$ cat src/rtl/core/nrlp_pkg.sv
// ----------------------------------------------------------------------------
// nrlp_pkg
// Shared types and constants for the number range list parser.
// ----------------------------------------------------------------------------
package nrlp_pkg;

	localparam int VAL_W  = 31;
	localparam int POS_W  = 12;
	localparam int QDEPTH = 4;
	localparam int QPTR_W = $clog2(QDEPTH);
	localparam int QCNT_W = $clog2(QDEPTH + 1);

	localparam logic [VAL_W-1:0] VAL_MAX = {VAL_W{1'b1}};

	localparam logic [7:0] CH_ZERO  = 8'h30;
	localparam logic [7:0] CH_NINE  = 8'h39;
	localparam logic [7:0] CH_Z     = 8'h7a;
	localparam logic [7:0] CH_R     = 8'h72;
	localparam logic [7:0] CH_COMMA = 8'h2c;
	localparam logic [7:0] CH_DASH  = 8'h2d;

	localparam logic [VAL_W+3:0] NUM_BASE = 35'd10;

	typedef enum logic [1:0] {
		PH_TOP   = 2'd0,
		PH_NUM   = 2'd1,
		PH_AFTER = 2'd2
	} phase_t;

	typedef enum logic [1:0] {
		KIND_SEG = 2'd0,
		KIND_OK  = 2'd1,
		KIND_ERR = 2'd2
	} kind_t;

	typedef enum logic [3:0] {
		ERR_NONE     = 4'd0,
		ERR_DIGIT    = 4'd1,
		ERR_Z        = 4'd2,
		ERR_R        = 4'd3,
		ERR_SEP      = 4'd4,
		ERR_DASH     = 4'd5,
		ERR_CHAR     = 4'd6,
		ERR_NUMBER   = 4'd7,
		ERR_RANGE    = 4'd8,
		ERR_OVERFLOW = 4'd9
	} err_t;

	typedef struct packed {
		kind_t             kind;
		logic [VAL_W-1:0]  first;
		logic [VAL_W-1:0]  last;
		err_t              code;
		logic              has_pos;
		logic [POS_W-1:0]  pos;
		logic              is_last;
	} result_t;

	// up to two words per parsed character; second only with first
	typedef struct packed {
		logic    p0;
		logic    p1;
		result_t r0;
		result_t r1;
	} push_t;

endpackage

$ cat src/rtl/core/nrlp_parse.sv
// ----------------------------------------------------------------------------
// nrlp_parse
// Parse state and per-character update; produces segment and status words.
// ----------------------------------------------------------------------------
module nrlp_parse #(
	parameter int MAX_TEXT_LEN = 4096
) (
	input  logic                       clk,
	input  logic                       arst_n,
	input  logic                       item_valid,
	input  logic [7:0]                 ch,
	input  logic                       eos,
	input  logic [nrlp_pkg::VAL_W-1:0] max_value,
	output nrlp_pkg::push_t            push
);

	localparam int IW = $clog2(MAX_TEXT_LEN);
	localparam logic [IW-1:0] IDX_MAX = IW'(MAX_TEXT_LEN - 1);

	nrlp_pkg::phase_t            phase_q, phase_n;
	logic                        after_dash_q, after_dash_n;
	logic                        cfe_q, cfe_n;
	logic [nrlp_pkg::VAL_W-1:0]  accum_q, accum_n;
	logic [nrlp_pkg::VAL_W-1:0]  prev_q, prev_n;
	logic [IW-1:0]               idx_q, idx_n;
	nrlp_pkg::err_t              syn_q, syn_n;
	logic [IW-1:0]               syn_idx_q, syn_idx_n;
	logic                        range_q, range_n;
	logic                        ovf_q, ovf_n;

	logic                        is_digit;
	logic                        ph_top;
	logic [nrlp_pkg::VAL_W+3:0]  mul;
	logic [nrlp_pkg::VAL_W:0]    rev_v;
	logic [nrlp_pkg::VAL_W-1:0]  term_v;
	logic                        term_range;
	logic [IW+nrlp_pkg::POS_W-1:0] pos_ext;
	nrlp_pkg::result_t           seg;
	nrlp_pkg::result_t           status;
	logic                        rng_eos;
	logic                        emit_eos;

	assign is_digit = (ch >= nrlp_pkg::CH_ZERO) && (ch <= nrlp_pkg::CH_NINE);
	assign ph_top   = !(phase_q == nrlp_pkg::PH_NUM || phase_q == nrlp_pkg::PH_AFTER);
	assign mul      = {4'b0, accum_q} * nrlp_pkg::NUM_BASE
	                  + {{nrlp_pkg::VAL_W{1'b0}}, ch[3:0]};

	// term value, counting from the end when r-prefixed
	assign rev_v = {1'b0, max_value} + {{nrlp_pkg::VAL_W{1'b0}}, 1'b1}
	               - {1'b0, accum_q};
	always_comb begin
		if (!cfe_q) begin
			term_v = accum_q;
		end else if (accum_q > max_value) begin
			term_v = '0;
		end else if (rev_v[nrlp_pkg::VAL_W]) begin
			term_v = nrlp_pkg::VAL_MAX;
		end else begin
			term_v = rev_v[nrlp_pkg::VAL_W-1:0];
		end
	end
	assign term_range = (max_value != '0) && ((term_v == '0) || (term_v > max_value));

	assign pos_ext = {{nrlp_pkg::POS_W{1'b0}}, syn_n == syn_q ? syn_idx_q : idx_q};

	always_comb begin
		seg         = '0;
		seg.kind    = nrlp_pkg::KIND_SEG;
		seg.code    = nrlp_pkg::ERR_NONE;
		seg.first   = after_dash_q ? prev_q : term_v;
		seg.last    = term_v;
	end

	always_comb begin
		rng_eos  = range_q;
		emit_eos = 1'b0;
		if (syn_q == nrlp_pkg::ERR_NONE && !ph_top) begin
			rng_eos  = range_q | term_range;
			emit_eos = !(rng_eos || ovf_q);
		end
	end

	always_comb begin
		status         = '0;
		status.is_last = 1'b1;
		status.kind    = nrlp_pkg::KIND_ERR;
		status.code    = nrlp_pkg::ERR_NONE;
		if (syn_n != nrlp_pkg::ERR_NONE) begin
			status.code    = syn_n;
			status.has_pos = 1'b1;
			status.pos     = pos_ext[nrlp_pkg::POS_W-1:0];
		end else if (ovf_q) begin
			status.code = nrlp_pkg::ERR_OVERFLOW;
		end else if (rng_eos) begin
			status.code = nrlp_pkg::ERR_RANGE;
		end else begin
			status.kind = nrlp_pkg::KIND_OK;
		end
	end

	always_comb begin
		push    = '0;
		push.r0 = seg;
		push.r1 = status;
		if (item_valid && eos) begin
			push.p0 = 1'b1;
			if (emit_eos) begin
				push.p1 = 1'b1;
			end else begin
				push.r0 = status;
			end
		end else if (item_valid && syn_q == nrlp_pkg::ERR_NONE && !ph_top
		             && ch == nrlp_pkg::CH_COMMA) begin
			push.p0 = !(range_q || term_range || ovf_q);
		end
	end

	always_comb begin
		phase_n      = phase_q;
		after_dash_n = after_dash_q;
		cfe_n        = cfe_q;
		accum_n      = accum_q;
		prev_n       = prev_q;
		idx_n        = idx_q;
		syn_n        = syn_q;
		syn_idx_n    = syn_idx_q;
		range_n      = range_q;
		ovf_n        = ovf_q;

		if (item_valid && eos) begin
			if (syn_q == nrlp_pkg::ERR_NONE && ph_top) begin
				syn_n = nrlp_pkg::ERR_NUMBER;
			end
		end else if (item_valid) begin
			if (syn_q == nrlp_pkg::ERR_NONE) begin
				if (is_digit) begin
					if (phase_q == nrlp_pkg::PH_AFTER) begin
						syn_n     = nrlp_pkg::ERR_DIGIT;
						syn_idx_n = idx_q;
					end else begin
						if (mul > {4'b0, nrlp_pkg::VAL_MAX}) begin
							accum_n = nrlp_pkg::VAL_MAX;
							ovf_n   = 1'b1;
						end else begin
							accum_n = mul[nrlp_pkg::VAL_W-1:0];
						end
						phase_n = nrlp_pkg::PH_NUM;
					end
				end else if (ch == nrlp_pkg::CH_Z) begin
					if (!ph_top) begin
						syn_n     = nrlp_pkg::ERR_Z;
						syn_idx_n = idx_q;
					end else begin
						accum_n = max_value;
						phase_n = nrlp_pkg::PH_AFTER;
					end
				end else if (ch == nrlp_pkg::CH_R) begin
					if (!ph_top) begin
						syn_n     = nrlp_pkg::ERR_R;
						syn_idx_n = idx_q;
					end else begin
						cfe_n   = 1'b1;
						phase_n = nrlp_pkg::PH_NUM;
					end
				end else if (ch == nrlp_pkg::CH_COMMA || ch == nrlp_pkg::CH_DASH) begin
					if (ph_top) begin
						syn_n     = nrlp_pkg::ERR_SEP;
						syn_idx_n = idx_q;
					end else if (ch == nrlp_pkg::CH_COMMA) begin
						range_n      = range_q | term_range;
						after_dash_n = 1'b0;
						accum_n      = '0;
						cfe_n        = 1'b0;
						phase_n      = nrlp_pkg::PH_TOP;
					end else if (after_dash_q) begin
						syn_n     = nrlp_pkg::ERR_DASH;
						syn_idx_n = idx_q;
					end else begin
						prev_n       = term_v;
						range_n      = range_q | term_range;
						after_dash_n = 1'b1;
						accum_n      = '0;
						cfe_n        = 1'b0;
						phase_n      = nrlp_pkg::PH_TOP;
					end
				end else begin
					syn_n     = nrlp_pkg::ERR_CHAR;
					syn_idx_n = idx_q;
				end
			end
			if (idx_q < IDX_MAX) begin
				idx_n = idx_q + {{(IW-1){1'b0}}, 1'b1};
			end
		end
	end

	always_ff @(posedge clk or negedge arst_n) begin
		if (!arst_n) begin
			phase_q      <= nrlp_pkg::PH_TOP;
			after_dash_q <= 1'b0;
			cfe_q        <= 1'b0;
			accum_q      <= '0;
			prev_q       <= '0;
			idx_q        <= '0;
			syn_q        <= nrlp_pkg::ERR_NONE;
			syn_idx_q    <= '0;
			range_q      <= 1'b0;
			ovf_q        <= 1'b0;
		end else if (item_valid && eos) begin
			phase_q      <= nrlp_pkg::PH_TOP;
			after_dash_q <= 1'b0;
			cfe_q        <= 1'b0;
			accum_q      <= '0;
			prev_q       <= '0;
			idx_q        <= '0;
			syn_q        <= nrlp_pkg::ERR_NONE;
			syn_idx_q    <= '0;
			range_q      <= 1'b0;
			ovf_q        <= 1'b0;
		end else begin
			phase_q      <= phase_n;
			after_dash_q <= after_dash_n;
			cfe_q        <= cfe_n;
			accum_q      <= accum_n;
			prev_q       <= prev_n;
			idx_q        <= idx_n;
			syn_q        <= syn_n;
			syn_idx_q    <= syn_idx_n;
			range_q      <= range_n;
			ovf_q        <= ovf_n;
		end
	end

endmodule

$ cat src/rtl/core/nrlp_outq.sv
// ----------------------------------------------------------------------------
// nrlp_outq
// Result queue: takes up to two words a cycle, hands out one.
// ----------------------------------------------------------------------------
module nrlp_outq (
	input  logic              clk,
	input  logic              arst_n,
	input  nrlp_pkg::push_t   push,
	input  logic              pop,
	output logic              room,
	output logic              head_valid,
	output nrlp_pkg::result_t head
);

	nrlp_pkg::result_t              mem_q [nrlp_pkg::QDEPTH];
	logic [nrlp_pkg::QPTR_W-1:0]    wr_q;
	logic [nrlp_pkg::QPTR_W-1:0]    rd_q;
	logic [nrlp_pkg::QCNT_W-1:0]    cnt_q;
	logic [nrlp_pkg::QPTR_W-1:0]    wr_nxt;
	logic [nrlp_pkg::QCNT_W-1:0]    n_in;
	logic [nrlp_pkg::QCNT_W-1:0]    n_out;

	assign wr_nxt     = wr_q + {{(nrlp_pkg::QPTR_W-1){1'b0}}, 1'b1};
	assign n_in       = {{(nrlp_pkg::QCNT_W-1){1'b0}}, push.p0}
	                    + {{(nrlp_pkg::QCNT_W-1){1'b0}}, push.p1};
	assign n_out      = {{(nrlp_pkg::QCNT_W-1){1'b0}}, pop};
	assign room       = cnt_q <= nrlp_pkg::QCNT_W'(nrlp_pkg::QDEPTH - 2);
	assign head_valid = cnt_q != '0;
	assign head       = mem_q[rd_q];

	always_ff @(posedge clk) begin
		if (push.p0) begin
			mem_q[wr_q] <= push.r0;
		end
		if (push.p1) begin
			mem_q[wr_nxt] <= push.r1;
		end
	end

	always_ff @(posedge clk or negedge arst_n) begin
		if (!arst_n) begin
			wr_q  <= '0;
			rd_q  <= '0;
			cnt_q <= '0;
		end else begin
			wr_q  <= wr_q + n_in[nrlp_pkg::QPTR_W-1:0];
			rd_q  <= rd_q + {{(nrlp_pkg::QPTR_W-1){1'b0}}, pop};
			cnt_q <= cnt_q + n_in - n_out;
		end
	end

endmodule

$ cat src/rtl/core/number_range_list_parser_top.sv
// ----------------------------------------------------------------------------
// number_range_list_parser_top
// Range list parser: one character per word in, segments and final status out.
// ----------------------------------------------------------------------------
// The input word is registered; its result words go to the port via the queue.
// Throughput: one character per cycle while not stalled; an end-of-string word
// that closes a term gives two result words through the 4-word result queue,
// which holds off input while fewer than two entries are free.
// Reset: parse state cleared, max_value 0, result queue empty.
module number_range_list_parser_top #(
	parameter int MAX_TEXT_LEN = 4096
) (
	input  logic        clk,
	input  logic        arst_n,
	input  logic        in_valid,
	output logic        in_stall,
	input  logic [7:0]  ch,
	input  logic        end_of_string,
	output logic        out_valid,
	input  logic        out_stall,
	output logic [1:0]  result_kind,
	output logic [30:0] seg_first,
	output logic [30:0] seg_last,
	output logic [3:0]  error_code,
	output logic        error_has_position,
	output logic [11:0] error_position,
	output logic        is_last,
	input  logic        cfg_valid,
	output logic        cfg_ready,
	input  logic [30:0] cfg_data
);

	logic                        valid_s1;
	logic [7:0]                  ch_s1;
	logic                        eos_s1;
	logic                        advance;
	logic                        room;
	logic                        accept;
	logic [nrlp_pkg::VAL_W-1:0]  max_value_q;
	nrlp_pkg::push_t             push;
	nrlp_pkg::result_t           head;

	assign cfg_ready = 1'b1;
	assign advance   = valid_s1 && room;
	assign in_stall  = valid_s1 && !room;
	assign accept    = in_valid && !in_stall;

	always_ff @(posedge clk or negedge arst_n) begin
		if (!arst_n) begin
			max_value_q <= '0;
		end else if (cfg_valid && cfg_ready) begin
			max_value_q <= cfg_data;
		end
	end

	always_ff @(posedge clk or negedge arst_n) begin
		if (!arst_n) begin
			valid_s1 <= 1'b0;
		end else if (accept) begin
			valid_s1 <= 1'b1;
		end else if (advance) begin
			valid_s1 <= 1'b0;
		end
	end

	always_ff @(posedge clk) begin
		if (accept) begin
			ch_s1  <= ch;
			eos_s1 <= end_of_string;
		end
	end

	nrlp_parse #(
		.MAX_TEXT_LEN(MAX_TEXT_LEN)
	) u_parse (
		.clk        (clk),
		.arst_n     (arst_n),
		.item_valid (advance),
		.ch         (ch_s1),
		.eos        (eos_s1),
		.max_value  (max_value_q),
		.push       (push)
	);

	nrlp_outq u_outq (
		.clk        (clk),
		.arst_n     (arst_n),
		.push       (push),
		.pop        (out_valid && !out_stall),
		.room       (room),
		.head_valid (out_valid),
		.head       (head)
	);

	assign result_kind        = head.kind;
	assign seg_first          = head.first;
	assign seg_last           = head.last;
	assign error_code         = head.code;
	assign error_has_position = head.has_pos;
	assign error_position     = head.pos;
	assign is_last            = head.is_last;

	a_stall_held: assert property (@(posedge clk) disable iff (!arst_n)
		in_stall |-> valid_s1)
		else $error("input stalled with no word held");

	a_err_final: assert property (@(posedge clk) disable iff (!arst_n)
		out_valid && result_kind == nrlp_pkg::KIND_ERR
		|-> is_last && error_code != nrlp_pkg::ERR_NONE)
		else $error("error status without code or final flag");

	a_seg_clean: assert property (@(posedge clk) disable iff (!arst_n)
		out_valid && result_kind == nrlp_pkg::KIND_SEG
		|-> !is_last && error_code == nrlp_pkg::ERR_NONE && !error_has_position)
		else $error("segment word carries status fields");

	a_pos_syntax: assert property (@(posedge clk) disable iff (!arst_n)
		out_valid && error_has_position
		|-> error_code != nrlp_pkg::ERR_NONE && error_code != nrlp_pkg::ERR_RANGE
		    && error_code != nrlp_pkg::ERR_OVERFLOW)
		else $error("position given for a non-syntax error");

endmodule
$ cat config.mk
export PLATFORM = sky130hd
export DESIGN_NAME = number_range_list_parser_top
export DESIGN_NICKNAME = d
export VERILOG_FILES = /design/src/rtl/core/nrlp_pkg.sv /design/src/rtl/core/nrlp_parse.sv /design/src/rtl/core/nrlp_outq.sv /design/src/rtl/core/number_range_list_parser_top.sv
export SDC_FILE = /design/constraint.sdc
export NUM_CORES = 1
export LEC_CHECK = 0
export BUFFER_PORTS_ARGS = -buffer_cell sky130_fd_sc_hd__buf_4
export CELL_PAD_IN_SITES_DETAIL_PLACEMENT = 1
export CELL_PAD_IN_SITES_GLOBAL_PLACEMENT = 2
export CORE_MARGIN = 4
export CORE_UTILIZATION = 42
export CTS_CLUSTER_SIZE = 30
export DETAILED_ROUTE_END_ITERATION = 7
export GPL_TIMING_DRIVEN = 1
export PLACE_DENSITY_LB_ADDON = 0.05
export SETUP_SLACK_MARGIN = 0.3
export SLEW_MARGIN = 40
export SYNTH_ARGS = -nofsm -noshare
export SYNTH_HDL_FRONTEND = slang
export SYNTH_SLANG_ARGS = --single-unit
$ cat constraint.sdc
create_clock -name clk -period 9.4 [get_ports clk]
set_input_delay 0.94 -clock clk [delete_from_list [all_inputs] [get_ports clk]]
set_output_delay 0.94 -clock clk [all_outputs]
set_load 0.05 [all_outputs]
==> results.sh <==
export IMPL_grt_pass1_wl_um=143000
export IMPL_clock_root_buffer="clkbuf_16"
export IMPL_path_max_fanout=37
export IMPL_die_x_um=261
export IMPL_clk_latency_ns=0.64
export IMPL_antenna_found_initial=2
export IMPL_wl_per_cell_um=26.7
export IMPL_r2r_setup_slack_ns=1.07
export IMPL_seq_area_frac_synth_pct=41.0
export IMPL_core_rowCount=92
export IMPL_syn_nets=2777
export IMPL_final_util_pct=48.2
export IMPL_fillers=6904
export IMPL_cp_required_ns=9.96
export IMPL_clk_pin_slew_ns=0.07
export IMPL_hpwlAfterDp_um=65400
export IMPL_hold_slack_ns=0.352
export IMPL_dieArea_um2=67900
export IMPL_grt_max_degree=70
export IMPL_critPathArrivalTime_ns=8.89
export IMPL_synthArstFlopShare_pct=28.6
export IMPL_timing_final_crit_share_pct=88.6
export IMPL_maxSlewHeadroom_pct=38.6
export IMPL_min_path_type="primary input to async pin"
export IMPL_period_minus_slack_ns=8.33
export IMPL_cts_buffers_inserted=53
export IMPL_yosysTopAreaCellShare_pct=18.8
export IMPL_p_per_area_nw_per_um2=216
export IMPL_final_common_cell="dfxtp_1"
export IMPL_syn_inst=2540
export IMPL_clock_path_buffers=3
export IMPL_globalplace_congestion=0.926
export IMPL_wirelength_um=93100
export IMPL_netlist_area_um2=26800
export IMPL_via_per_inst=6.35
export IMPL_end_kind="flop"
export IMPL_multi_input_area_um2=14800
export IMPL_hold_buffers=0
export IMPL_final_cell_mix="dfxtp_1 (252), ha_1 (188), buf_4 (173), a22o_1 (156), nand2_1 (144)"
export IMPL_cts_tree="done"
export IMPL_p_leak_nw=12.6
export IMPL_final_nets=2837
export IMPL_setup_viol=0
export IMPL_synthDistinctLibCells=95
export IMPL_firstDrtPassIters=5
export IMPL_grt_setup_unrepaired="false"
export IMPL_cts_sinks=472
export IMPL_worst_slew_pin_slew_ns=0.913
export IMPL_irDropWorstVdd_mv=0.162
export IMPL_vias=22178
export IMPL_start_util_pct=42.5
export IMPL_grt_ovfl_total=0
export IMPL_ff_latch_area_um2=11000
export IMPL_avgSynthCellArea_um2=10.5
export IMPL_synth_edf_count=85
export IMPL_ys_ff_latch=472
export IMPL_layout_drive_gt1_share_pct=16.8
export IMPL_drv_cap=0
export IMPL_htree_levels=2
export IMPL_synth_area_leaders="dfxtp_1 (19%), dfrtp_1 (13%), edfxtp_1 (9.5%), ha_1 (8.8%), mux4_2 (6.9%)"
export IMPL_n_antenna_cell=0
export IMPL_hold_viol=0
export IMPL_drt_iter0_drc=1637
export IMPL_portBuffers=128
export IMPL_synthFlopType="dfxtp_1"
export IMPL_slew_violations=0
export IMPL_grt_usage_pct=26.9
export IMPL_worstRegToRegCells=25
export IMPL_area_growth_pct=13.7
export IMPL_timing_setup_tns_ns=0
export IMPL_cts_resized_gates=0
export IMPL_core_um2=63100
export IMPL_fp_dieH_um=261
export IMPL_num_io_pins=130
export IMPL_fmax_mhz=120
export IMPL_antenna_left=0
export IMPL_critPathKind="flop to flop"
export IMPL_startpoint_type="flop"
export IMPL_drc=0
export IMPL_fin_skew_ns=0.0591
export IMPL_post_cts_buffers=0
export IMPL_status="complete, no violations"
export IMPL_yosys_warnings=0
export IMPL_grt_pass1_vias=22855
export IMPL_synth_largest_area_cell="dfxtp_1"
final cells by class:
cell class / count / share of cell area (%)
multi-input combinational: 1798 / 48.7
clock inverter: 21 / 0.658
inverter: 91 / 1.12
timing repair buffer: 184 / 4.85
sequential: 472 / 36.1
tap: 846 / 3.48
clock buffer: 78 / 5.07
worst max-delay path, cell delays in order, from the launching register on:
cell and delay, ns:
dfrtp_1 0.40, inv_1 0.10, ha_1 0.39, ha_1 0.35, a21oi_1 0.35, o32a_1 0.31, o21a_1 0.36, o32ai_4 0.19
a211o_1 0.33, nand3_1 0.35, buf_4 0.33, nor2_1 0.07, o22ai_1 0.62, ha_1 0.39, a21o_1 0.19, a21o_1 0.17
a21o_1 0.19, a21o_1 0.18, a211oi_1 0.31, o211ai_1 0.14, o211ai_1 0.22, o2bb2ai_2 0.22, nor3_4 0.69, o211a_2 0.85
buf_12 0.31, a22o_1 0.17
worst paths after layout:
| path | start | to |
|---|---|---|
| hold / removal | arst_n | max_value_q[24] |
| setup / recovery | max_value_q[6] | u_outq.mem_q[3][18] |
| hold reg to reg | u_outq.mem_q[0][0] | u_outq.mem_q[0][0] |
| setup reg to reg | max_value_q[6] | u_outq.mem_q[3][18] |
| min in group clk | u_outq.mem_q[0][0] | u_outq.mem_q[0][0] |
| max in group asynchronous | arst_n | u_outq.rd_q[0] |
power by group:
group / switching, W / internal, W / leakage, nW
logic: 0.00141 / 0.000718 / 7.12
registers: 0.000159 / 0.00220 / 4.60
clock network: 0.000900 / 0.00118 / 0.868
total: 0.00247 / 0.00410 / 12.6
stage by stage:
stage	power, W	std cells	instance area [um2]	worst slack (ns)
after floorplan	0.00383	2540	26800	2.74
after global placement	0.00448	3389	28600	1.17
after detailed placement	0.00453	3391	28700	1.24
after CTS	0.00662	3490	30400	1.17
after global routing	0.00688	3490	30400	0.549
final	0.00657	3490	30400	1.07
cell families after synthesis:
group           synth area share [%]
compound gates                  22.2
xor+xnor                        2.67
flops                           41.0
fa+ha+maj                       9.24
mux                             9.39
other cells                   0.0140
buf+inv                         4.11
simple gates                    11.4
sequential cells by signal (all words and copies together) (netlist names):
register	count
u_parse.range_q	1
u_parse.prev_q	31
u_outq.mem_q	328
u_parse.ovf_q	1
u_outq.cnt_q	3
ch_s1	8
u_outq.wr_q	2
u_parse.idx_q	12
eos_s1	1
u_outq.rd_q	2
u_parse.accum_q	31
u_parse.after_dash_q	1
valid_s1	1
u_parse.cfe_q	1
u_parse.phase_q	2
u_parse.syn_idx_q	12
max_value_q	31
u_parse.syn_q	4
routing by layer:
| metal | vias up | share of wire (%) | wire [um] | track usage, % |
|---|---|---|---|---|
| li1 | 9973 | - | - | - |
| met1 | 11533 | 47 | 44000 | 39.4 |
| met2 | 581 | 46 | 43100 | 43.5 |
| met3 | 91 | 4.7 | 4410 | 2.99 |
| met4 | 0 | 1.7 | 1610 | 5.43 |
| met5 | - | 0 | 0 | 0 |
synthesized netlist by cell type (all sizes together) (85+ instances only):
master and number:
clkbuf 99, nor2 142, nand2 146, ha 188, a21oi 100, inv 91, a22o 156, o21ai 109
dfrtp 135, dfxtp 252, edfxtp 85, a32o 124
No activity file was read; power rests on OpenSTA's default activity.
